==> src/hdl/lqsm_pkg.sv <==
`timescale 1ns / 1ps
// ----------------------------------------------------------------------------
// Link quality statistics monitor package
// Shared types and constants: event codes, register indexes, payload structs.
// ----------------------------------------------------------------------------
package lqsm_pkg;

   localparam int unsigned CSR_INDEX_WIDTH = 1;
   localparam int unsigned CSR_DATA_WIDTH  = 16;

   typedef enum logic [2:0] {
      CMD_TIME    = 3'd0,
      CMD_SEND    = 3'd1,
      CMD_SUCCESS = 3'd2,
      CMD_ERROR   = 3'd3,
      CMD_MISS    = 3'd4,
      CMD_CLEAR   = 3'd5
   } cmd_type;

   localparam logic [CSR_INDEX_WIDTH-1:0] CSR_FAILSAFE_PERIOD = 1'b0;
   localparam logic [CSR_INDEX_WIDTH-1:0] CSR_WINDOW          = 1'b1;

   localparam logic [15:0] RESET_PERIOD_MS = 16'd1000;
   localparam logic [15:0] RESET_WINDOW_MS = 16'd1000;
   localparam logic [9:0]  MS_PER_SECOND   = 10'd1000;
   localparam logic [6:0]  PERCENT_SCALE   = 7'd100;

   typedef struct packed {
      logic [2:0]  cmd;
      logic [31:0] now_ms;
      logic [7:0]  telemetry_length;
      logic [15:0] missed_count;
   } req_type;

   typedef struct packed {
      logic        failsafe;
      logic [6:0]  link_quality_pct;
      logic [31:0] telemetry_rate;
      logic [31:0] sent_total;
      logic [31:0] success_total;
      logic [31:0] error_total;
      logic [31:0] missed_total;
   } rsp_type;

endpackage

==> src/hdl/lqsm_divider.sv <==
`timescale 1ns / 1ps
// ----------------------------------------------------------------------------
// Link quality statistics monitor divider
// Bit-serial restoring divider, one quotient bit per cycle, 32-bit operands.
// ----------------------------------------------------------------------------
module lqsm_divider (
   input  logic        clock,
   input  logic        reset,
   input  logic        start,
   input  logic [31:0] dividend,
   input  logic [31:0] divisor,
   output logic        done,
   output logic [31:0] quotient
);
   import lqsm_pkg::*;

   logic [31:0] quot_ff, quot_in;
   logic [31:0] rem_ff, rem_in;
   logic [31:0] dvsr_ff, dvsr_in;
   logic [5:0]  count_ff, count_in;
   logic        busy_ff, busy_in;
   logic        done_ff, done_in;
   logic [32:0] trial;
   logic [32:0] shifted;

   always_comb begin
      quot_in  = quot_ff;
      rem_in   = rem_ff;
      dvsr_in  = dvsr_ff;
      count_in = count_ff;
      busy_in  = busy_ff;
      done_in  = 1'b0;
      shifted  = {rem_ff, quot_ff[31]};
      trial    = shifted - {1'b0, dvsr_ff};
      if (start) begin
         quot_in  = dividend;
         rem_in   = '0;
         dvsr_in  = divisor;
         count_in = 6'd32;
         busy_in  = 1'b1;
      end else if (busy_ff) begin
         if (!trial[32]) begin
            rem_in = trial[31:0];
            quot_in = {quot_ff[30:0], 1'b1};
         end else begin
            rem_in = shifted[31:0];
            quot_in = {quot_ff[30:0], 1'b0};
         end
         count_in = count_ff - 6'd1;
         if (count_ff == 6'd1) begin
            busy_in = 1'b0;
            done_in = 1'b1;
         end
      end
   end

   always_ff @(posedge clock) begin
      quot_ff  <= quot_in;
      rem_ff   <= rem_in;
      dvsr_ff  <= dvsr_in;
      if (reset) begin
         count_ff <= '0;
         busy_ff  <= 1'b0;
         done_ff  <= 1'b0;
      end else begin
         count_ff <= count_in;
         busy_ff  <= busy_in;
         done_ff  <= done_in;
      end
   end

   assign done     = done_ff;
   assign quotient = quot_ff;

   a_done_ends_busy: assert property (@(posedge clock) disable iff (reset)
      done_ff |-> !busy_ff && count_ff == 6'd0)
      else $error("divider done while still iterating");
   a_count_busy: assert property (@(posedge clock) disable iff (reset)
      busy_ff |-> count_ff != 6'd0)
      else $error("divider busy with zero count");
   a_start_idle: assert property (@(posedge clock) disable iff (reset)
      start |-> !busy_ff)
      else $error("divider started while busy");
endmodule

==> src/hdl/link_quality_stats_monitor.sv <==
`timescale 1ns / 1ps
// ----------------------------------------------------------------------------
// Link quality statistics monitor
// Counts transmitter events, flags failsafe and recomputes link quality and
// telemetry rate once per window.
//
// Usage: one request per event on req_ (valid/ready) carrying cmd, now_ms,
// telemetry_length and missed_count. Each request gives one response on
// rsp_ (valid/ready) with failsafe, quality, rate and the four counters.
// Configuration: csr_we writes the failsafe period (index 0) or window_ms
// (index 1) from csr_wdata; write only while idle.
// Processing: when the rate is due, 1000*bytes is formed by shift-add and the
// bit-serial divider runs 32 steps; when quality is due, 100*s is formed by
// shift-add and divided the same way. One request at a time: a new request is
// taken only in idle, once the previous one has reached its response register.
// The response register frees the datapath: the next request is taken while
// a response still waits, and is held in its final state until rsp_ drains.
// Reset: counters and marks clear, last success time = -1000, registers
// return to 1000 ms.
// ----------------------------------------------------------------------------
module link_quality_stats_monitor (
   input  logic                 clock,
   input  logic                 reset,
   input  logic                 req_valid,
   output logic                 req_ready,
   input  lqsm_pkg::req_type    req_data,
   output logic                 rsp_valid,
   input  logic                 rsp_ready,
   output lqsm_pkg::rsp_type    rsp_data,
   input  logic                 csr_we,
   input  logic [lqsm_pkg::CSR_INDEX_WIDTH-1:0] csr_index,
   input  logic [lqsm_pkg::CSR_DATA_WIDTH-1:0]  csr_wdata
);
   import lqsm_pkg::*;

   typedef enum logic [3:0] {
      ST_IDLE, ST_EVENT, ST_RATE_MUL, ST_RATE_DIV, ST_QUAL_CHK, ST_QUAL_MUL,
      ST_QUAL_DIV, ST_FINISH, ST_HOLD
   } state_type;

   state_type   state_ff;
   logic [15:0] period_ff, window_ff;
   req_type     req_ff;
   logic [31:0] attempt_ff, ack_ff, err_ff, miss_ff, last_ack_ff;
   logic [31:0] qack_mark_ff, qfail_mark_ff, qtime_mark_ff;
   logic [6:0]  quality_ff;
   logic [31:0] bytes_total_ff, bytes_mark_ff, rate_ff, rtime_mark_ff;
   logic [31:0] mul_acc_ff, mul_a_ff, div_num_ff, div_den_ff;
   logic [9:0]  mul_b_ff;
   logic [3:0]  mul_cnt_ff;
   logic        div_start_ff;
   logic        rsp_valid_ff;
   rsp_type     rsp_ff;

   logic [31:0] rate_d, qual_d, fails_now, age;
   logic [15:0] qs, qf, qn;
   logic        div_done;
   logic [31:0] div_q;

   assign rate_d    = req_ff.now_ms - rtime_mark_ff;
   assign qual_d    = req_ff.now_ms - qtime_mark_ff;
   assign fails_now = err_ff + miss_ff;
   assign qs        = ack_ff[15:0] - qack_mark_ff[15:0];
   assign qf        = fails_now[15:0] - qfail_mark_ff[15:0];
   assign qn        = qs + qf;
   assign age       = req_ff.now_ms - last_ack_ff;

   lqsm_divider u_div (
      .clock    (clock),
      .reset    (reset),
      .start    (div_start_ff),
      .dividend (div_num_ff),
      .divisor  (div_den_ff),
      .done     (div_done),
      .quotient (div_q)
   );

   assign req_ready = (state_ff == ST_IDLE);
   assign rsp_valid = rsp_valid_ff;
   assign rsp_data  = rsp_ff;

   always_ff @(posedge clock) begin
      if (reset) begin
         state_ff       <= ST_IDLE;
         div_start_ff   <= 1'b0;
         rsp_valid_ff   <= 1'b0;
         period_ff      <= RESET_PERIOD_MS;
         window_ff      <= RESET_WINDOW_MS;
         attempt_ff     <= '0;
         ack_ff         <= '0;
         err_ff         <= '0;
         miss_ff        <= '0;
         last_ack_ff    <= 32'd0 - {16'd0, RESET_PERIOD_MS};
         qack_mark_ff   <= '0;
         qfail_mark_ff  <= '0;
         qtime_mark_ff  <= '0;
         quality_ff     <= '0;
         bytes_total_ff <= '0;
         bytes_mark_ff  <= '0;
         rate_ff        <= '0;
         rtime_mark_ff  <= '0;
      end else begin
         if (csr_we) begin
            case (csr_index)
               CSR_FAILSAFE_PERIOD: period_ff <= csr_wdata;
               CSR_WINDOW:          window_ff <= csr_wdata;
               default: ;
            endcase
         end
         if (rsp_valid_ff && rsp_ready && state_ff != ST_FINISH) rsp_valid_ff <= 1'b0;
         case (state_ff)
            ST_IDLE: begin
               if (req_valid) begin
                  req_ff   <= req_data;
                  state_ff <= ST_EVENT;
               end
            end
            ST_EVENT: begin
               case (req_ff.cmd)
                  CMD_SEND: attempt_ff <= attempt_ff + 32'd1;
                  CMD_SUCCESS: begin
                     ack_ff         <= ack_ff + 32'd1;
                     bytes_total_ff <= bytes_total_ff + {24'd0, req_ff.telemetry_length};
                     last_ack_ff    <= req_ff.now_ms;
                  end
                  CMD_ERROR: err_ff <= err_ff + 32'd1;
                  CMD_MISS:  miss_ff <= miss_ff + {16'd0, req_ff.missed_count};
                  CMD_CLEAR: begin
                     attempt_ff     <= '0;
                     ack_ff         <= '0;
                     err_ff         <= '0;
                     miss_ff        <= '0;
                     last_ack_ff    <= req_ff.now_ms - {16'd0, period_ff};
                     qack_mark_ff   <= '0;
                     qfail_mark_ff  <= '0;
                     qtime_mark_ff  <= req_ff.now_ms;
                     quality_ff     <= '0;
                     bytes_total_ff <= '0;
                     bytes_mark_ff  <= '0;
                     rate_ff        <= '0;
                     rtime_mark_ff  <= req_ff.now_ms;
                  end
                  default: ;
               endcase
               state_ff <= ST_RATE_MUL;
               mul_cnt_ff <= 4'd0;
               mul_acc_ff <= '0;
               mul_b_ff   <= MS_PER_SECOND;
               mul_a_ff   <= '0;
            end
            ST_RATE_MUL: begin
               if (rate_d <= {16'd0, window_ff}) begin
                  state_ff <= ST_QUAL_CHK;
               end else if (mul_cnt_ff == 4'd0) begin
                  mul_a_ff   <= bytes_total_ff - bytes_mark_ff;
                  mul_cnt_ff <= 4'd1;
               end else if (mul_cnt_ff <= 4'd10) begin
                  if (mul_b_ff[0]) mul_acc_ff <= mul_acc_ff + mul_a_ff;
                  mul_a_ff   <= {mul_a_ff[30:0], 1'b0};
                  mul_b_ff   <= {1'b0, mul_b_ff[9:1]};
                  mul_cnt_ff <= mul_cnt_ff + 4'd1;
               end else begin
                  div_num_ff   <= mul_acc_ff;
                  div_den_ff   <= rate_d;
                  div_start_ff <= 1'b1;
                  state_ff     <= ST_RATE_DIV;
               end
            end
            ST_RATE_DIV: begin
               div_start_ff <= 1'b0;
               if (div_done) begin
                  rate_ff       <= div_q;
                  bytes_mark_ff <= bytes_total_ff;
                  rtime_mark_ff <= req_ff.now_ms;
                  state_ff      <= ST_QUAL_CHK;
               end
            end
            ST_QUAL_CHK: begin
               if (qual_d <= {16'd0, window_ff}) begin
                  state_ff <= ST_FINISH;
               end else if (qn == 16'd0) begin
                  quality_ff    <= '0;
                  qack_mark_ff  <= ack_ff;
                  qfail_mark_ff <= fails_now;
                  qtime_mark_ff <= req_ff.now_ms;
                  state_ff      <= ST_FINISH;
               end else begin
                  mul_a_ff   <= {16'd0, qs};
                  mul_b_ff   <= {3'd0, PERCENT_SCALE};
                  mul_acc_ff <= '0;
                  mul_cnt_ff <= 4'd1;
                  state_ff   <= ST_QUAL_MUL;
               end
            end
            ST_QUAL_MUL: begin
               if (mul_cnt_ff <= 4'd7) begin
                  if (mul_b_ff[0]) mul_acc_ff <= mul_acc_ff + mul_a_ff;
                  mul_a_ff   <= {mul_a_ff[30:0], 1'b0};
                  mul_b_ff   <= {1'b0, mul_b_ff[9:1]};
                  mul_cnt_ff <= mul_cnt_ff + 4'd1;
               end else begin
                  div_num_ff   <= mul_acc_ff;
                  div_den_ff   <= {16'd0, qn};
                  div_start_ff <= 1'b1;
                  state_ff     <= ST_QUAL_DIV;
               end
            end
            ST_QUAL_DIV: begin
               div_start_ff <= 1'b0;
               if (div_done) begin
                  quality_ff    <= (div_q > {25'd0, PERCENT_SCALE}) ? PERCENT_SCALE
                                                                   : div_q[6:0];
                  qack_mark_ff  <= ack_ff;
                  qfail_mark_ff <= fails_now;
                  qtime_mark_ff <= req_ff.now_ms;
                  state_ff      <= ST_FINISH;
               end
            end
            ST_FINISH: begin
               if (!rsp_valid_ff || rsp_ready) begin
                  rsp_ff.failsafe         <= (age >= {16'd0, period_ff});
                  rsp_ff.link_quality_pct <= quality_ff;
                  rsp_ff.telemetry_rate   <= rate_ff;
                  rsp_ff.sent_total       <= attempt_ff;
                  rsp_ff.success_total    <= ack_ff;
                  rsp_ff.error_total      <= err_ff;
                  rsp_ff.missed_total     <= miss_ff;
                  rsp_valid_ff            <= 1'b1;
                  state_ff                <= ST_IDLE;
               end
            end
            default: state_ff <= ST_IDLE;
         endcase
      end
   end

   a_quality_bound: assert property (@(posedge clock) disable iff (reset)
      quality_ff <= PERCENT_SCALE)
      else $error("quality above 100 percent");
   a_div_wait: assert property (@(posedge clock) disable iff (reset)
      div_start_ff |-> state_ff == ST_RATE_DIV || state_ff == ST_QUAL_DIV)
      else $error("divider started outside a divide state");
   a_rsp_from_finish: assert property (@(posedge clock) disable iff (reset)
      $rose(rsp_valid_ff) |-> $past(state_ff) == ST_FINISH)
      else $error("response raised outside finish");
   a_no_accept_busy: assert property (@(posedge clock) disable iff (reset)
      state_ff != ST_IDLE |-> !req_ready)
      else $error("request accepted while busy");
endmodule

==> config.mk <==
export PLATFORM = sky130hd
export DESIGN_NAME = link_quality_stats_monitor
export DESIGN_NICKNAME = d
export VERILOG_FILES = /design/src/hdl/lqsm_pkg.sv /design/src/hdl/lqsm_divider.sv /design/src/hdl/link_quality_stats_monitor.sv
export SDC_FILE = /design/constraint.sdc
export NUM_CORES = 2
export LEC_CHECK = 0
export ABC_CLOCK_PERIOD_IN_PS = 9100
export BUFFER_PORTS_ARGS = -buffer_cell sky130_fd_sc_hd__buf_2
export CAP_MARGIN = 5
export CORE_MARGIN = 2
export CORE_UTILIZATION = 51
export DETAILED_ROUTE_END_ITERATION = 7
export PLACE_DENSITY_LB_ADDON = 0.05
export SYNTH_ARGS = -nofsm -noshare
export SYNTH_HDL_FRONTEND = slang
export SYNTH_SLANG_ARGS = --single-unit
==> constraint.sdc <==
create_clock -name clock -period 9.1 [get_ports clock]
set_input_delay 0.91 -clock clock [delete_from_list [all_inputs] [get_ports clock]]
set_output_delay 0.91 -clock clock [all_outputs]
set_load 0.01 [all_outputs]
==> results.cfg <==
[finish]
utilization_pct = 57.8
drive_gt1_share_pct = 11.0
multi_input_area_um2 = 24400
fillerInstances = 8316
seq_area_um2 = 21700
nNetsFinal = 5629
fin_cells = 6530
area_growth_pct = 12.2

[global_routing]
grt_pass1_vias = 34900
grt_usage_pct = 25.3
antenna_found_initial = 5
grt_overflow = 0
grt_pass1_wl_um = 196000
grt_max_degree = 113

[floorplan]
io_pins = 251
initial_utilization_pct = 51.5
die_area_um2 = 96800
die_h_um = 311
core_um2 = 93300
row_count = 112
die_w_um = 311

[cts]
cts_made_buffers = 95
cts_sinks = 869
clk_pin_slew_worst_paths_ns = 0.06
ctsHoldBuffers = 0
cts_resized = 0
ctsLongestPathBuffers = 3
htree_levels = 3
cts_tree = done
cts_setup_buffers = 0
worstSkewPairLatency_ns = 0.69
clk_root_buffer_cell = clkbuf_16

[critical_path]
rr_worst_depth = 27
r2r_setup_slack_ns = 1.69
crit_required_ns = 9.66
crit_arrival_ns = 7.96
cp-start-kind = register
crit_type = register to register
crit_path_end_kind = register
regToRegStartpoint = ack_ff[0]
cp_max_fo = 34
worstReg2RegEnd = qtime_mark_ff[6]

[synth]
ys_seq_area_share_pct = 45.2
synthesis.nets = 5424
ys_types = 86
synth-async-reset-ratio_pct = 0
synth_cells = 4988
synth_largest_area_cell = edfxtp_1
synth_edf_count = 433
synth_area_leaders = edfxtp_1 27%, dfxtp_1 18%, ha_1 8.6%
yosysWarnings = 0
avgSynthCellArea_um2 = 9.64
synth-main-ff-cell = dfxtp_1
synth_top_area_share_pct = 27.0
mappedNetlistArea_um2 = 48100
synth_seq_cells = 869

[placement]
dp.cells = 6350
dpl.hpwl_um = 90200
port_buffers = 250
gp_congestion = 0.914

[sta]
drv_slew = 0
min_period_ns = 7.41
setup-tns-final_ns = 0
maxSlewHeadroom_pct = 29.4
fmax_mhz = 135
finalSetupViolations = 0
timing.final.crit_share_pct = 81.4
whs_ns = 0.392
tightestPinTransition_ns = 1.05
grt_setup_unrepaired = no
finalHoldViolCount = 0
clock_skew_ns = 0.0256

[min_path]
min_to = req_ff[54]
whs_path_depth = 1
worstHoldStart = req_data[54]
min-delay-path-class = input pin to register

[route]
wl_per_cell_um = 19.0
drc = 0
first_pass_iters = 6
viasPerCell = 5.69
drtIter0Drc = 2798
wirelength_um = 124000
drtAntennaViolNets = 0
num_vias = 37100

[pwr]
ir_drop_uv = 144
p_per_area_nw_per_um2 = 224
p_leak_nw = 21.1
power_mw = 12.1

[run_status]
status = finished clean

[flow_run]
max_cap_violations = 0
-- sequential cells by signal, indices dropped and copies added (netlist names), 32 cells and up --
signal	cells
attempt_ff	32
rate_ff	32
bytes_mark_ff	32
bytes_total_ff	32
miss_ff	32
qtime_mark_ff	32
div_den_ff	32
rtime_mark_ff	32
req_ff	59
div_num_ff	32
rsp_data	168
u_div.quotient	32
u_div.dvsr_ff	32
mul_acc_ff	32
last_ack_ff	32
err_ff	32
mul_a_ff	32
u_div.rem_ff	32
ack_ff	32
-- worst max path at each step --
stage          depth (start not counted)  startpoint                 to
5_1_grt                               27   ack_ff[0]   qtime_mark_ff[6]
3_3_place_gp                          27   ack_ff[0]   qtime_mark_ff[5]
4_1_cts                               27   ack_ff[0]  qtime_mark_ff[19]
6_report                              27   ack_ff[0]   qtime_mark_ff[6]
2_1_floorplan                         20  req_ff[24]      div_den_ff[0]
3_5_place_dp                          27   ack_ff[0]   qtime_mark_ff[6]
-- worst max-delay path: stages (launching register included) --
cell and delay (ns):
dfxtp_1 0.33, inv_1 0.12, ha_1 0.18, inv_1 0.05, fa_1 0.41, a21o_1 0.18
a21oi_1 0.22, o21bai_1 0.09, a21oi_1 0.23, o21bai_1 0.09, a21oi_1 0.25, nor2b_1 0.11
o31ai_1 0.32, a21boi_0 0.45, fa_1 0.50, ha_1 0.36, nand2_1 0.10, o21ai_0 0.15
or3_1 0.34, a21oi_1 0.15, o21ai_1 0.10, xnor2_1 0.14, xnor2_1 0.40, mux2i_4 0.29
buf_4 0.39, o21a_2 0.76, buf_4 0.45, o31ai_2 0.09
-- layout by cell type (no fill, tap or decap), types with 23 or more instances in the layout --
cell	synthesis	layout
nor2_1	504	500
nand2_1	474	472
dfxtp_1	436	434
edfxtp_1	433	433
a21oi_1	333	332
ha_1	329	329
inv_1	321	320
buf_2	0	249
o21ai_0	201	200
xnor2_1	181	180
xor2_1	141	141
nand3_1	108	108
clkbuf_16	0	100
a21o_1	94	94
mux2i_1	92	91
nor3_1	91	89
a22oi_1	86	86
a211oi_1	75	75
and3_1	59	58
o21a_1	58	57
nor2b_1	56	56
buf_4	1	55
nand4_1	50	50
nand2b_1	45	45
or3_1	43	43
o211ai_1	43	43
o2111ai_1	42	42
mux2_2	39	39
and2_1	32	32
o21bai_1	30	30
o31ai_2	30	30
clkbuf_1	173	28
fa_1	26	26
o31ai_1	24	24
a31oi_1	23	23
-- cell families after synthesis --
kind of cell | Yosys count | share of synthesized area [%]
muxes | 131 | 2.83
and+or+nand+nor | 1569 | 15.1
adders and majority gates | 355 | 9.64
AOI/OAI and AO/OA | 1221 | 17.2
buffers and inverters | 521 | 4.18
xor gates and xnor gates | 322 | 5.87
DFF | 869 | 45.2
-- routing by layer --
layer	vias up	share of wire, %	track usage, %
met5	-	0.034	0
met4	6	2.7	7.00
met3	207	6.7	5.00
met2	987	43	38.1
met1	17500	48	36.8
li1	18400	-	-
-- through the flow --
step	setup WS [ns]	cell area, um^2
floorplan	0.415	48100
global placement	1.87	50700
detailed placement	1.72	50700
CTS	1.73	54000
global route	1.16	54000
finish	1.69	54000
-- power breakdown --
| group | internal [mW] | switching [mW] |
|---|---|---|
| clock | 2.40 | 1.62 |
| sequential | 4.46 | 0.252 |
| combinational | 1.36 | 1.99 |
| total | 8.23 | 3.87 |
-- final cells by class --
class | count | share of cell area (%)
Clock inverter | 35 | 0.877
Inverter | 323 | 2.25
Sequential cell | 869 | 40.3
Tap cell | 1254 | 2.91
Multi-Input combinational cell | 3598 | 45.3
Clock buffer | 144 | 5.23
Timing Repair Buffer | 306 | 3.14
Antenna cell | 1 | 0.00464
-- synth_stat cells (all sizes together), types with 56 or more instances --
master / instances
ha: 329
a21o: 94
mux2i: 92
o21a: 58
nor3: 91
xnor2: 181
a211oi: 75
xor2: 141
dfxtp: 436
nand3: 108
nor2: 504
a21oi: 333
a22oi: 86
and3: 59
clkbuf: 173
edfxtp: 433
nor2b: 56
nand2: 474
inv: 321
o21ai: 207
Note: power is estimated with default switching activity, not from simulation.
